### config.mk
export PLATFORM = sky130hd
export DESIGN_NAME = bflr_ctrl
export DESIGN_NICKNAME = d
export VERILOG_FILES = /design/src/rtl/core/bflr_pkg.sv /design/src/rtl/core/bflr_ctrl.sv
export SDC_FILE = /design/constraint.sdc
export NUM_CORES = 1
export LEC_CHECK = 0
export ABC_AREA = 1
export BUFFER_PORTS_ARGS = -buffer_cell sky130_fd_sc_hd__buf_2
export CAP_MARGIN = 20
export CORE_UTILIZATION = 25
export CTS_CLUSTER_SIZE = 10
export DETAILED_ROUTE_END_ITERATION = 10
export GPL_TIMING_DRIVEN = 1
export SYNTH_ARGS = -nofsm -noshare
export SYNTH_HDL_FRONTEND = slang
export SYNTH_SLANG_ARGS = --single-unit
### constraint.sdc
create_clock -name i_clk -period 1.6 [get_ports i_clk]
set_clock_uncertainty 0.2 [all_clocks]
set_input_delay 0 -clock i_clk [delete_from_list [all_inputs] [get_ports i_clk]]
set_output_delay 0 -clock i_clk [all_outputs]
set_load 0.005 [all_outputs]
### src/rtl/core/bflr_pkg.sv
`default_nettype none
package bflr_pkg;

    localparam int MAX_VERTICES_DEF = 1024;
    localparam int MAX_EDGES_DEF    = 8192;

    localparam int CMD_W      = 2;
    localparam int ADDR_W     = 13;
    localparam int DATA_W     = 14;
    localparam int DIST_W     = 30;
    localparam int ROUNDS_W   = 16;
    localparam int VCNT_W     = 11;
    localparam int MAXD_W     = 10;
    localparam int SRC_W      = 10;
    localparam int PRIO_W     = 32;
    localparam int CFG_IDX_W  = 3;
    localparam int CFG_DATA_W = 16;

    localparam logic [DIST_W-1:0]   UNREACHED      = 30'h3FFF_FFFF;
    localparam logic [ROUNDS_W-1:0] MAX_ROUNDS_RST = 16'd1000;

    typedef enum logic [CMD_W-1:0] {
        CMD_WR_ROW  = 2'd0,
        CMD_WR_EDGE = 2'd1,
        CMD_RUN     = 2'd2,
        CMD_READ    = 2'd3
    } t_cmd_code;

    typedef enum logic [CFG_IDX_W-1:0] {
        CFG_SOURCE    = 3'd0,
        CFG_VCOUNT    = 3'd1,
        CFG_MAXROUNDS = 3'd2,
        CFG_STEP      = 3'd3,
        CFG_ASYNC     = 3'd4
    } t_cfg_idx;

    typedef enum logic [4:0] {
        S_IDLE,
        S_DISPATCH,
        S_INIT,
        S_SRC,
        S_RANGE,
        S_ECHK,
        S_ET,
        S_CMP,
        S_RSTART,
        S_VCHK,
        S_VEVAL,
        S_REND,
        S_SBEGIN,
        S_SCHK,
        S_SACC,
        S_RESP
    } t_state;

    typedef enum logic [4:0] {
        OP_NONE,
        OP_ACCEPT,
        OP_RUN_INIT,
        OP_INIT_WR,
        OP_SRC_SETUP,
        OP_RANGE,
        OP_ET_RD,
        OP_CUR_RD_T,
        OP_E_NEXT,
        OP_RELAX,
        OP_ROUND_START,
        OP_V_RD,
        OP_V_NEXT,
        OP_V_RELAX,
        OP_MARK_ACTIVE,
        OP_ROUND_END,
        OP_STATS_START,
        OP_STATS_ACC,
        OP_STATS_END,
        OP_RESP
    } t_op;

    typedef struct packed {
        t_op op;
    } t_dp_cmd;

    typedef struct packed {
        t_cmd_code item_cmd;
        logic      init_last;
        logic      src_in;
        logic      v_lt_n;
        logic      range_empty;
        logic      is_active;
        logic      below_prio;
        logic      e_lt_hi;
        logic      t_in;
        logic      main;
        logic      keep_going;
        logic      out_free;
    } t_dp_sts;

endpackage
`default_nettype wire

### src/rtl/core/bflr_ctrl.sv
`default_nettype none
module bflr_ctrl
    import bflr_pkg::*;
(
    input  wire logic    i_clk,
    input  wire logic    i_rst_n,
    input  wire logic    i_in_valid,
    input  wire t_dp_sts i_sts,
    output t_dp_cmd      o_cmd,
    output logic         o_in_stall
);

    t_state r_state, n_state;

    always_ff @(posedge i_clk) begin
        if (!i_rst_n) begin
            r_state <= S_IDLE;
        end else begin
            r_state <= n_state;
        end
    end

    always_comb begin
        n_state = r_state;
        unique case (r_state)
            S_IDLE: begin
                if (i_in_valid) n_state = S_DISPATCH;
            end
            S_DISPATCH: begin
                if (i_sts.item_cmd == CMD_RUN) n_state = S_INIT;
                else n_state = S_RESP;
            end
            S_INIT: begin
                if (i_sts.init_last) n_state = S_SRC;
            end
            S_SRC: begin
                n_state = i_sts.src_in ? S_RANGE : S_RSTART;
            end
            S_RANGE: n_state = S_ECHK;
            S_ECHK: begin
                if (i_sts.e_lt_hi) n_state = S_ET;
                else if (i_sts.main) n_state = S_VCHK;
                else n_state = S_RSTART;
            end
            S_ET: begin
                n_state = i_sts.t_in ? S_CMP : S_ECHK;
            end
            S_CMP: n_state = S_ECHK;
            S_RSTART: n_state = S_VCHK;
            S_VCHK: begin
                n_state = i_sts.v_lt_n ? S_VEVAL : S_REND;
            end
            S_VEVAL: begin
                if (!i_sts.range_empty && i_sts.is_active && i_sts.below_prio) begin
                    n_state = S_ECHK;
                end else begin
                    n_state = S_VCHK;
                end
            end
            S_REND: begin
                n_state = i_sts.keep_going ? S_RSTART : S_SBEGIN;
            end
            S_SBEGIN: n_state = S_SCHK;
            S_SCHK: begin
                n_state = i_sts.v_lt_n ? S_SACC : S_RESP;
            end
            S_SACC: n_state = S_SCHK;
            S_RESP: begin
                if (i_sts.out_free) n_state = S_IDLE;
            end
            default: n_state = S_IDLE;
        endcase
    end

    always_comb begin
        o_cmd.op   = OP_NONE;
        o_in_stall = (r_state != S_IDLE);
        unique case (r_state)
            S_IDLE: begin
                if (i_in_valid) o_cmd.op = OP_ACCEPT;
            end
            S_DISPATCH: begin
                if (i_sts.item_cmd == CMD_RUN) o_cmd.op = OP_RUN_INIT;
            end
            S_INIT: o_cmd.op = OP_INIT_WR;
            S_SRC: begin
                if (i_sts.src_in) o_cmd.op = OP_SRC_SETUP;
            end
            S_RANGE: o_cmd.op = OP_RANGE;
            S_ECHK: begin
                if (i_sts.e_lt_hi) o_cmd.op = OP_ET_RD;
                else if (i_sts.main) o_cmd.op = OP_V_NEXT;
            end
            S_ET: begin
                o_cmd.op = i_sts.t_in ? OP_CUR_RD_T : OP_E_NEXT;
            end
            S_CMP: o_cmd.op = OP_RELAX;
            S_RSTART: o_cmd.op = OP_ROUND_START;
            S_VCHK: begin
                if (i_sts.v_lt_n) o_cmd.op = OP_V_RD;
            end
            S_VEVAL: begin
                if (i_sts.range_empty || !i_sts.is_active) o_cmd.op = OP_V_NEXT;
                else if (i_sts.below_prio) o_cmd.op = OP_V_RELAX;
                else o_cmd.op = OP_MARK_ACTIVE;
            end
            S_REND: o_cmd.op = OP_ROUND_END;
            S_SBEGIN: o_cmd.op = OP_STATS_START;
            S_SCHK: begin
                o_cmd.op = i_sts.v_lt_n ? OP_V_RD : OP_STATS_END;
            end
            S_SACC: o_cmd.op = OP_STATS_ACC;
            S_RESP: begin
                if (i_sts.out_free) o_cmd.op = OP_RESP;
            end
            default: o_cmd.op = OP_NONE;
        endcase
    end

endmodule
`default_nettype wire

==> results of run 1 <==
==> placed cells by master, fill, tap and decap left out, drive strengths merged <==
cell type,count
nand4,6
nor3,3
a21oi,3
nor2,21
o211ai,1
nor3b,1
inv,20
o22ai,1
dlygate4sd3,5
nand2,37
nand3b,2
or2,1
nand3,9
dfxtp,4
clkbuf,3
o21ai,6
buf,28
==> area by class of cell <==
| cell class | count | area [µm²] |
|---|---|---|
| repair buffers | 33 | 207.7 |
| fillers | 229 | 1105 |
| clock buffers | 3 | 22.52 |
| multi-input cells | 91 | 493.0 |
| inverters | 20 | 85.08 |
| flip-flops and latches | 4 | 95.09 |
| well taps | 27 | 33.78 |
==> through the flow <==
stage	power [W]	setup slack, ns
5_1_grt	0.001701	-0.07975
3_3_place_gp	0.001115	-0.003054
2_1_floorplan	0.0007641	0.2300
3_5_place_dp	0.001115	0.009344
6_report	0.001546	-0.004989
4_1_cts	0.001324	0.008598
==> path summary, 6_finish.rpt <==
| kind | startpoint | to | slack (ns) | cells past startpoint |
|---|---|---|---|---|
| worst min register to register | r_state[1] | r_state[0] | 0.57 | 4 |
| worst min-delay path | i_sts[4] | r_state[1] | 0.01 | 5 |
| worst max-delay path | r_state[0] | o_cmd[0] | -0.005 | 8 |
| worst max register to register | r_state[0] | r_state[3] | 0.10 | 9 |
==> routing by layer <==
metal	wire length (µm)	global-route usage, %	vias to the layer above
li1	-	-	445
met1	849	21.96	402
met2	1046	26.94	45
met3	160	3.427	6
met4	45	6.863	0
met5	0	0	-
==> cell usage after synthesis (all sizes together) <==
cell type	number	area, µm²
o21ai	6	30.03
o211ai	1	7.510
or2	1	6.260
dfxtp	4	80.08
o22ai	1	6.260
inv	20	75.07
nand3	9	45.04
nor2	21	81.33
a21oi	3	15.01
nor3b	1	7.510
nor3	3	15.01
nand3b	2	15.01
nand2	37	138.9
nand4	6	37.54
==> timing repair <==
item	4_1_cts	5_1_grt
resized for setup	16	24
hold endpoints to repair	4	0
pin swaps	0	10
setup buffers	0	4
setup endpoints to repair	3	6
hold buffers	5	0
==> logic make-up after synthesis <==
family	Yosys count	share of synthesized area (%)
buffers and inverters	20	13.39
AO/OA/AOI/OAI	11	10.49
AND/OR/NAND/NOR	80	61.83
flip-flops	4	14.29
==> critical path, stage by stage (launching register included) <==
cell and delay, ns:
dfxtp_4 0.37, inv_4 0.07, nor2_1 0.04, buf_4 0.15, nand2_2 0.07, nor2_2 0.05, nor3b_2 0.17, nand4_1 0.11
buf_2 0.14
==> power by group through the flow <==
stage          Combinational, W  Sequential (W)  Clock, W
2_1_floorplan          0.000570        0.000194         0
3_3_place_gp           0.000909        0.000206         0
3_5_place_dp           0.000904        0.000211         0
4_1_cts                0.000957        0.000232  0.000135
5_1_grt                 0.00127        0.000285  0.000142
6_report                0.00114        0.000276  0.000129
==> results.sh, run 1 <==
export IMPL_rsz0062_at_grt="yes"
export IMPL_fin_crit_sh_pct=100.3
export IMPL_cp_max_fo=5
export IMPL_cap_violations=0
export IMPL_slew_headroom_pct=83.35
export IMPL_htree_levels=1
export IMPL_clock_sinks=4
export IMPL_crit_type="flip-flop to primary output"
export IMPL_viasPerCell=5.045
export IMPL_finalWirelength_um=2102
export IMPL_wl_per_cell_um=11.81
export IMPL_end_kind="primary output"
export IMPL_fmax_ghz=0.6231
export IMPL_status="complete, but fails checks"
export IMPL_required_ns=1.40
export IMPL_seq_power_share_pct=17.8
export IMPL_p_sw_w=0.0008028
export IMPL_overflow=0
export IMPL_floorplan_initialDensity_pct=27.45
export IMPL_period_minus_slack_ns=1.605
export IMPL_failed_checks="setup timing"
export IMPL_place_area_um2=721.9
export IMPL_seq_area_frac_synth_pct=14.29
export IMPL_synth_area_per_cell_um2=4.874
export IMPL_synth_net_count=131
export IMPL_vias=898
export IMPL_synth_cell_types=15
export IMPL_top_register="r_state"
export IMPL_largest_reg_flops=4
export IMPL_fin_area_um2=937.1
export IMPL_tns_ns=-0.004989
export IMPL_antenna_cells=0
export IMPL_dp_cells=166
export IMPL_irDropWorstVdd_uv=1227
export IMPL_setup_viol=1
export IMPL_die_w_um=49.35
export IMPL_combPwrFrac_pct=73.8
export IMPL_place_hpwl_um=1489
export IMPL_p_per_area_nw_per_um2=1649
export IMPL_p_leak_nw=0.5199
export IMPL_holdWs_ns=0.01150
export IMPL_finalNonFillerCells=178
export IMPL_num_io_pins=22
export IMPL_rows=16
export IMPL_critPathLaunchType="flip-flop"
export IMPL_die_h_um=49.35
export IMPL_p_sw_share_pct=51.93
export IMPL_reg_largest_list="r_state x4"
export IMPL_clk_insertion_delay_late_ns=0.24
export IMPL_synthCells=115
export IMPL_drc=0
export IMPL_area_growth_pct=67.19
export IMPL_hold_class="input port to flip-flop"
export IMPL_fin_nets=169
export IMPL_core_area_um2=2042
export IMPL_utilization_pct=45.89
export IMPL_clkSlewWorstSetupHoldPaths_ns=0.04
export IMPL_grt_pass1_vias=768
export IMPL_die_area_um2=2435
export IMPL_grt_pass1_wl_um=3243
export IMPL_drt_iter0_drc=29
export IMPL_intPower_w=0.0007430
export IMPL_hold_viol=0
export IMPL_setup_slack_ns=-0.004989
export IMPL_dr_pass1_iters=4
export IMPL_ant_nets=0
export IMPL_drive_gt1_share_pct=39.07
export IMPL_power_share_clock_pct=8.3
export IMPL_max_slew_worst_pin_slew_ns=0.2488
export IMPL_yosys_warnings=0
export IMPL_grt_usage_pct=16.94
export IMPL_cts_tree="yes"
export IMPL_numCtsBuffers=3
export IMPL_netlist_area_um2=560.5
export IMPL_ctsLongestPathBuffers=2
export IMPL_ys_ff_latch=4
export IMPL_io_buffers=21
export IMPL_root_buffer="clkbuf_4"
export IMPL_grt_max_degree=8
export IMPL_maxSlewViolCount=0
export IMPL_worstPathArrival_ns=1.40
export IMPL_gp_congestion=0.9602
export IMPL_antenna_found_initial=0
No activity file was read; power rests on OpenSTA's default activity.
==> run 2, diff against run 1 <==
--- a/constraint.sdc
+++ b/constraint.sdc
@@ -4,2 +4,2 @@
 set_output_delay 0 -clock i_clk [all_outputs]
-set_load 0.005 [all_outputs]
+set_load 0.05 [all_outputs]
==> run 2 against run 1 <==
Against the previous run:
- the flow still finishes with violations (setup timing)
- highest routed layer unchanged
- core utilization rose by 2.8 points
- cell count up 0.56%
- die area did not move
==> results.sh, run 2 (synthesized netlist as in run 1, its figures left out) <==
export IMPL_place_hpwl_um=1579
export IMPL_period_minus_slack_ns=1.678
export IMPL_clk_insertion_delay_late_ns=0.23
export IMPL_grt_usage_pct=17.85
export IMPL_crit_slowest_cell="dfxtp_4"
export IMPL_clkSlewWorstSetupHoldPaths_ns=0.03
export IMPL_setup_slack_ns=-0.07772
export IMPL_hold_class="input port to flip-flop"
export IMPL_rsz0062_at_grt="yes"
export IMPL_required_ns=1.40
export IMPL_finalWirelength_um=2104
export IMPL_cap_violations=0
export IMPL_drive_gt1_share_pct=43.42
export IMPL_vias=880
export IMPL_status="complete, but fails checks"
export IMPL_finalNonFillerCells=179
export IMPL_worst_path_buf_inv=1
export IMPL_r2r_start="r_state[2]"
export IMPL_holdWs_ns=0.02521
export IMPL_end_kind="primary output"
export IMPL_mostFrequentLayoutCell="nand2_1"
export IMPL_irDropWorstVdd_uv=1127
export IMPL_slew_headroom_pct=78.16
export IMPL_met2_usage_pct=29.22
export IMPL_p_leak_nw=0.5264
export IMPL_pre_cts_ws_ns=-0.01492
export IMPL_numCtsBuffers=3
export IMPL_max_slew_worst_pin_slew_ns=0.3264
export IMPL_critPathLaunchType="flip-flop"
export IMPL_cts_tree="yes"
export IMPL_maxSlewViolCount=0
export IMPL_crit_start="r_state[1]"
export IMPL_worstPathArrival_ns=1.48
export IMPL_hold_start="i_sts[4]"
export IMPL_max_stage_delay_ns=0.36
export IMPL_htree_levels=1
export IMPL_failed_checks="setup timing"
export IMPL_p_per_area_nw_per_um2=2118
export IMPL_grtUsageMet1_pct=23.48
export IMPL_antenna_cells=0
export IMPL_final_cell_mix="nand2_1, buf_2, inv_1, nor2_1, buf_4"
export IMPL_floorplan_initialDensity_pct=27.45
export IMPL_drc=0
export IMPL_dr_pass1_iters=4
export IMPL_grtUsageMet3_pct=4.673
export IMPL_num_io_pins=22
export IMPL_io_buffers=21
export IMPL_antenna_found_initial=0
export IMPL_grt_max_degree=6
export IMPL_overflow=0
export IMPL_fin_nets=170
export IMPL_utilization_pct=48.71
export IMPL_ant_nets=0
export IMPL_setup_viol=4
export IMPL_root_buffer="clkbuf_4"
export IMPL_reg_largest_list="r_state x4"
export IMPL_drt_iter0_drc=24
export IMPL_viasPerCell=4.916
export IMPL_area_growth_pct=77.46
export IMPL_path_cells="nor2_1 -> nand2_2 -> o22ai_1 -> nor2_1 -> nand4_1 -> buf_6"
export IMPL_dp_cells=167
export IMPL_wl_per_cell_um=11.75
export IMPL_top_register="r_state"
export IMPL_core_area_um2=2042
export IMPL_hold_viol=0
export IMPL_crit_family="simple AND/OR/NAND/NOR gates"
export IMPL_busiest_layer="met2"
export IMPL_fin_crit_sh_pct=104.9
export IMPL_crit_top_cell="nor2_1"
export IMPL_crit_type="flip-flop to primary output"
export IMPL_clock_sinks=4
export IMPL_cp_max_fo=5
export IMPL_die_h_um=49.35
export IMPL_grt_pass1_wl_um=3387
export IMPL_largest_reg_flops=4
export IMPL_grt_pass1_vias=807
export IMPL_ctsLongestPathBuffers=2
export IMPL_fmax_ghz=0.5960
export IMPL_die_w_um=49.35
export IMPL_gp_congestion=0.9726
export IMPL_rows=16
export IMPL_die_area_um2=2435
[run 2: cell count changes in the layout (fill, tap and decap cells not counted)]
cell	change
buf_2	-5
buf_6	+4
nand2_2	+4
nor2_1	-4
nor2_4	+4
nand2_1	-3
buf_4	+2
inv_2	+1
inv_6	-1
nand2_4	-1
nor3_1	+1
nor3_2	-1
o21ai_0	-1
o21ai_1	+1
[run 2: metrics by stage]
step | setup TNS [ns] | total power (W) | instance area, µm²
after detailed placement | -0.01492 | 0.001537 | 737.0
after global routing | -0.5731 | 0.002248 | 994.7
after CTS | -0.04121 | 0.001957 | 918.4
after global placement | 0 | 0.001527 | 737.0
final | -0.1904 | 0.002106 | 994.7
after floorplan | -0.2155 | 0.001179 | 568.0
[run 2: area by class of cell]
class	instances	area [µm²]
flip-flops and latches	4	95.09
clock buffers	3	22.52
multi-input cells	91	520.5
fillers	220	1047
inverters	20	80.08
repair buffers	34	242.7
well taps	27	33.78
[run 2: layer usage]
layer,share of wire [%],routed length [µm]
met4,1.1,23
met2,49,1041
met3,5.2,109
met5,0,0
met1,44,930
[run 2: worst register-to-register path: cells and delay by family, from the launching register on]
family | cells | cell delay (ns)
simple gates | 5 | 0.56
buf+inv | 2 | 0.21
compound gates | 1 | 0.11
flops | 1 | 0.36
[run 2: power by group]
group	total, W	leakage, nW	switching, W	internal [W]
Clock	0.000124	0.0138	0.0000400	0.0000838
Combinational	0.00170	0.477	0.00110	0.000598
Sequential	0.000286	0.0356	0.000109	0.000178
Total	0.00211	0.526	0.00125	0.000859
[run 2: worst paths after layout]
| path | cells past startpoint | to | slack (ns) |
|---|---|---|---|
| setup / recovery | 6 | o_cmd[0] | -0.08 |
| hold reg to reg | 4 | r_state[0] | 0.54 |
| setup reg to reg | 8 | r_state[0] | 0.08 |
| hold / removal | 5 | r_state[1] | 0.03 |
[run 2: what timing repair did]
| item | in CTS | in global routing |
|---|---|---|
| pin swaps | 2 | 6 |
| hold endpoints to repair | 4 | 0 |
| hold buffers | 5 | 0 |
| endpoints found under the setup margin | 5 | 6 |
| setup buffers | 1 | 3 |
| resized for setup | 37 | 18 |
==> run 3, diff against run 2 <==
- ABC_AREA: 1 -> default
==> run 3 against run 2 <==
Against the previous run:
- sequential power decreased by 25%
- the run still ends with setup timing left
- cell area rose by 32%
- first-iteration DRC count grew 71%
- worst setup slack got worse by 0.077 ns
- critical endpoint is now r_state[3]
- largest power group unchanged
- count of clock-buffer cells in the layout is the same
==> results.sh, run 3 <==
export IMPL_cts_tree="yes"
export IMPL_synth_area_leaders="dfxtp_1, o21ai_0, nor2b_1, nand2b_1, a21oi_1"
export IMPL_holdPathEnd="r_state[2]"
export IMPL_io_buffers=21
export IMPL_seq_area_frac_synth_pct=12.08
export IMPL_core_area_um2=2500
export IMPL_htree_levels=1
export IMPL_status="complete, but fails checks"
export IMPL_hold_class="input port to flip-flop"
export IMPL_dr_pass1_iters=4
export IMPL_synthFlopType="dfxtp_1"
export IMPL_required_ns=1.51
export IMPL_crit_slowest_cell="dfxtp_2"
export IMPL_hold_viol=0
export IMPL_synth_cell_types=38
export IMPL_overflow=0
export IMPL_netlist_area_um2=663.1
export IMPL_max_stage_delay_ns=0.33
export IMPL_slew_headroom_pct=80.13
export IMPL_die_area_um2=2862
export IMPL_irDropWorstVdd_uv=1274
export IMPL_synth_largest_area_cell="dfxtp_1"
export IMPL_mostFrequentLayoutCell="buf_4"
export IMPL_synth_edff_count=0
export IMPL_hold_path_depth=5
export IMPL_async_flop_share_pct=0
export IMPL_fin_crit_sh_pct=109.7
export IMPL_setup_viol=9
export IMPL_tns_ns=-0.9520
export IMPL_viasPerCell=5.505
export IMPL_place_hpwl_um=1862
export IMPL_seqCellArea_um2=87.58
export IMPL_crit_type="flip-flop to flip-flop"
export IMPL_synth_top_area_share_pct=12.08
export IMPL_multi_input_area_um2=643.1
export IMPL_die_h_um=53.50
export IMPL_root_buffer="clkbuf_4"
export IMPL_worst_path_buf_inv=4
export IMPL_reg2reg_to="r_state[3]"
export IMPL_largest_reg_flops=4
export IMPL_hold_start="i_sts[1]"
export IMPL_antenna_found_initial=0
export IMPL_clk_insertion_delay_late_ns=0.23
export IMPL_synth_area_per_cell_um2=6.908
export IMPL_drive_gt1_share_pct=59.87
export IMPL_ctsLongestPathBuffers=2
export IMPL_max_slew_worst_pin_slew_ns=0.2941
export IMPL_cp_max_fo=6
export IMPL_antenna_cells=0
export IMPL_reg2reg_depth=8
export IMPL_ant_nets=0
export IMPL_synthCells=96
export IMPL_ys_ff_latch=4
export IMPL_clock_sinks=4
export IMPL_fin_nets=170
export IMPL_final_cell_mix="buf_4, buf_2, buf_6, nor2b_1"
export IMPL_synth_net_count=112
export IMPL_yosys_warnings=0
export IMPL_failed_checks="setup timing"
export IMPL_drt_iter0_drc=41
export IMPL_fmax_ghz=0.5698
export IMPL_synth_most_common_cell="o21ai_0"
export IMPL_die_w_um=53.50
export IMPL_grt_usage_pct=19.26
export IMPL_grt_pass1_wl_um=4029
export IMPL_path_cells="buf_6 -> buf_12 -> buf_6 -> buf_6 -> nand2_4 -> a31oi_4 -> a31o_2 -> o31a_1"
export IMPL_synth_commonest_cells="o21ai_0, nand2_1, nor2b_1"
export IMPL_critPathLaunchType="flip-flop"
export IMPL_maxSlewViolCount=0
export IMPL_rrSetupSlack_ns=-0.15
export IMPL_crit_top_cell="buf_6"
export IMPL_dp_cells=167
export IMPL_crit_family="compound AO/OA/AOI/OAI gates"
export IMPL_top_register="r_state"
export IMPL_end_kind="flip-flop"
export IMPL_fillers=210
export IMPL_setup_slack_ns=-0.1549
export IMPL_drc=0
export IMPL_area_growth_pct=98.68
export IMPL_grt_pass1_vias=902
export IMPL_wl_per_cell_um=15.07
export IMPL_vias=1002
export IMPL_finalNonFillerCells=182
export IMPL_gp_congestion=0.9419
export IMPL_r2r_start="r_state[3]"
export IMPL_p_leak_nw=0.5983
export IMPL_grt_max_degree=15
export IMPL_pre_cts_ws_ns=-0.07852
export IMPL_utilization_pct=52.70
export IMPL_rsz0062_at_grt="yes"
export IMPL_cap_violations=0
export IMPL_clkSlewWorstSetupHoldPaths_ns=0.03
export IMPL_floorplan_initialDensity_pct=26.53
export IMPL_period_minus_slack_ns=1.755
export IMPL_num_io_pins=22
export IMPL_rows=18
export IMPL_reg_largest_list="r_state x4"
export IMPL_p_per_area_nw_per_um2=1938
export IMPL_numCtsBuffers=3
export IMPL_finalWirelength_um=2742
export IMPL_worstPathArrival_ns=1.66
[run 3: cell types whose count changed after synthesis, moves of 3 or more]
cell	delta
a31oi_1	+3
and3_1	+3
buf_2	+4
buf_4	+3
inv_1	-16
nand2_1	-31
nand2b_1	+5
nand3_1	-4
nand4_1	-3
nor2_1	-15
nor2b_1	+6
o21ai_0	+3
[run 3: worst register-to-register path, cell delays in order (launching register included)]
cell	delay [ns]
dfxtp_2	0.33
buf_6	0.14
buf_12	0.12
buf_6	0.11
buf_6	0.11
nand2_4	0.08
a31oi_4	0.04
a31o_2	0.23
o31a_1	0.28
[run 3: cells by family after synthesis]
family                 Yosys count  share of synthesized area, %
flip-flops                       4                         12.08
AO/OA/AOI/OAI                   34                         35.10
AND/OR/NAND/NOR                 43                         38.87
multiplexers                     2                         3.019
buffers and inverters           13                         10.94
[run 3: what timing repair did]
item | 4_1_cts | 5_1_grt
endpoints found under the setup margin | 9 | 10
hold endpoints to repair | 4 | 0
setup buffers | 1 | 7
hold buffers | 4 | 0
gates resized for setup | 32 | 25
pin swaps | 8 | 10
[run 3: report_power, final]
| part | internal, W | switching (W) |
|---|---|---|
| registers | 0.000157 | 0.0000576 |
| logic | 0.00105 | 0.00117 |
| clock network | 0.0000835 | 0.0000359 |
| total | 0.00129 | 0.00126 |
[run 3: layer usage]
layer  global-route usage, %  wire [µm]  vias up
met4                   8.772         63        0
met1                   26.94       1131      476
li1                        -          -      478
met5                       0          0        -
met3                       0        174        6
met2                   30.63       1372       42
[run 3: how the worst max path moves through the flow]
stage | depth (start not counted) | start | to | slack (ns)
after detailed placement | 5 | r_state[3] | r_state[1] | -0.08
after floorplan | 3 | r_state[3] | o_cmd[4] | 0.002
final | 8 | r_state[3] | r_state[3] | -0.15
after global routing | 6 | r_state[3] | o_cmd[1] | -0.22
after CTS | 6 | r_state[3] | o_cmd[1] | -0.15
after global placement | 5 | r_state[2] | o_cmd[0] | -0.07
[run 3: layout make-up]
type                       count  area share [%]
sequential                     4           6.648
tap                           30           2.849
timing repair buffer          61           38.56
clock buffer                   3           1.709
inverter                       5           1.425
multi-input combinational     79           48.81
[run 3: metrics by stage]
step                      hold WS, ns  area [µm²]  total power [W]
after floorplan              -0.08259       674.4         0.001248
after global placement        0.07500       985.9         0.001837
after detailed placement      0.08393       985.9         0.001848
after CTS                     0.05655        1154         0.002230
after global routing           0.1176        1318         0.002688
final                          0.1024        1318         0.002553
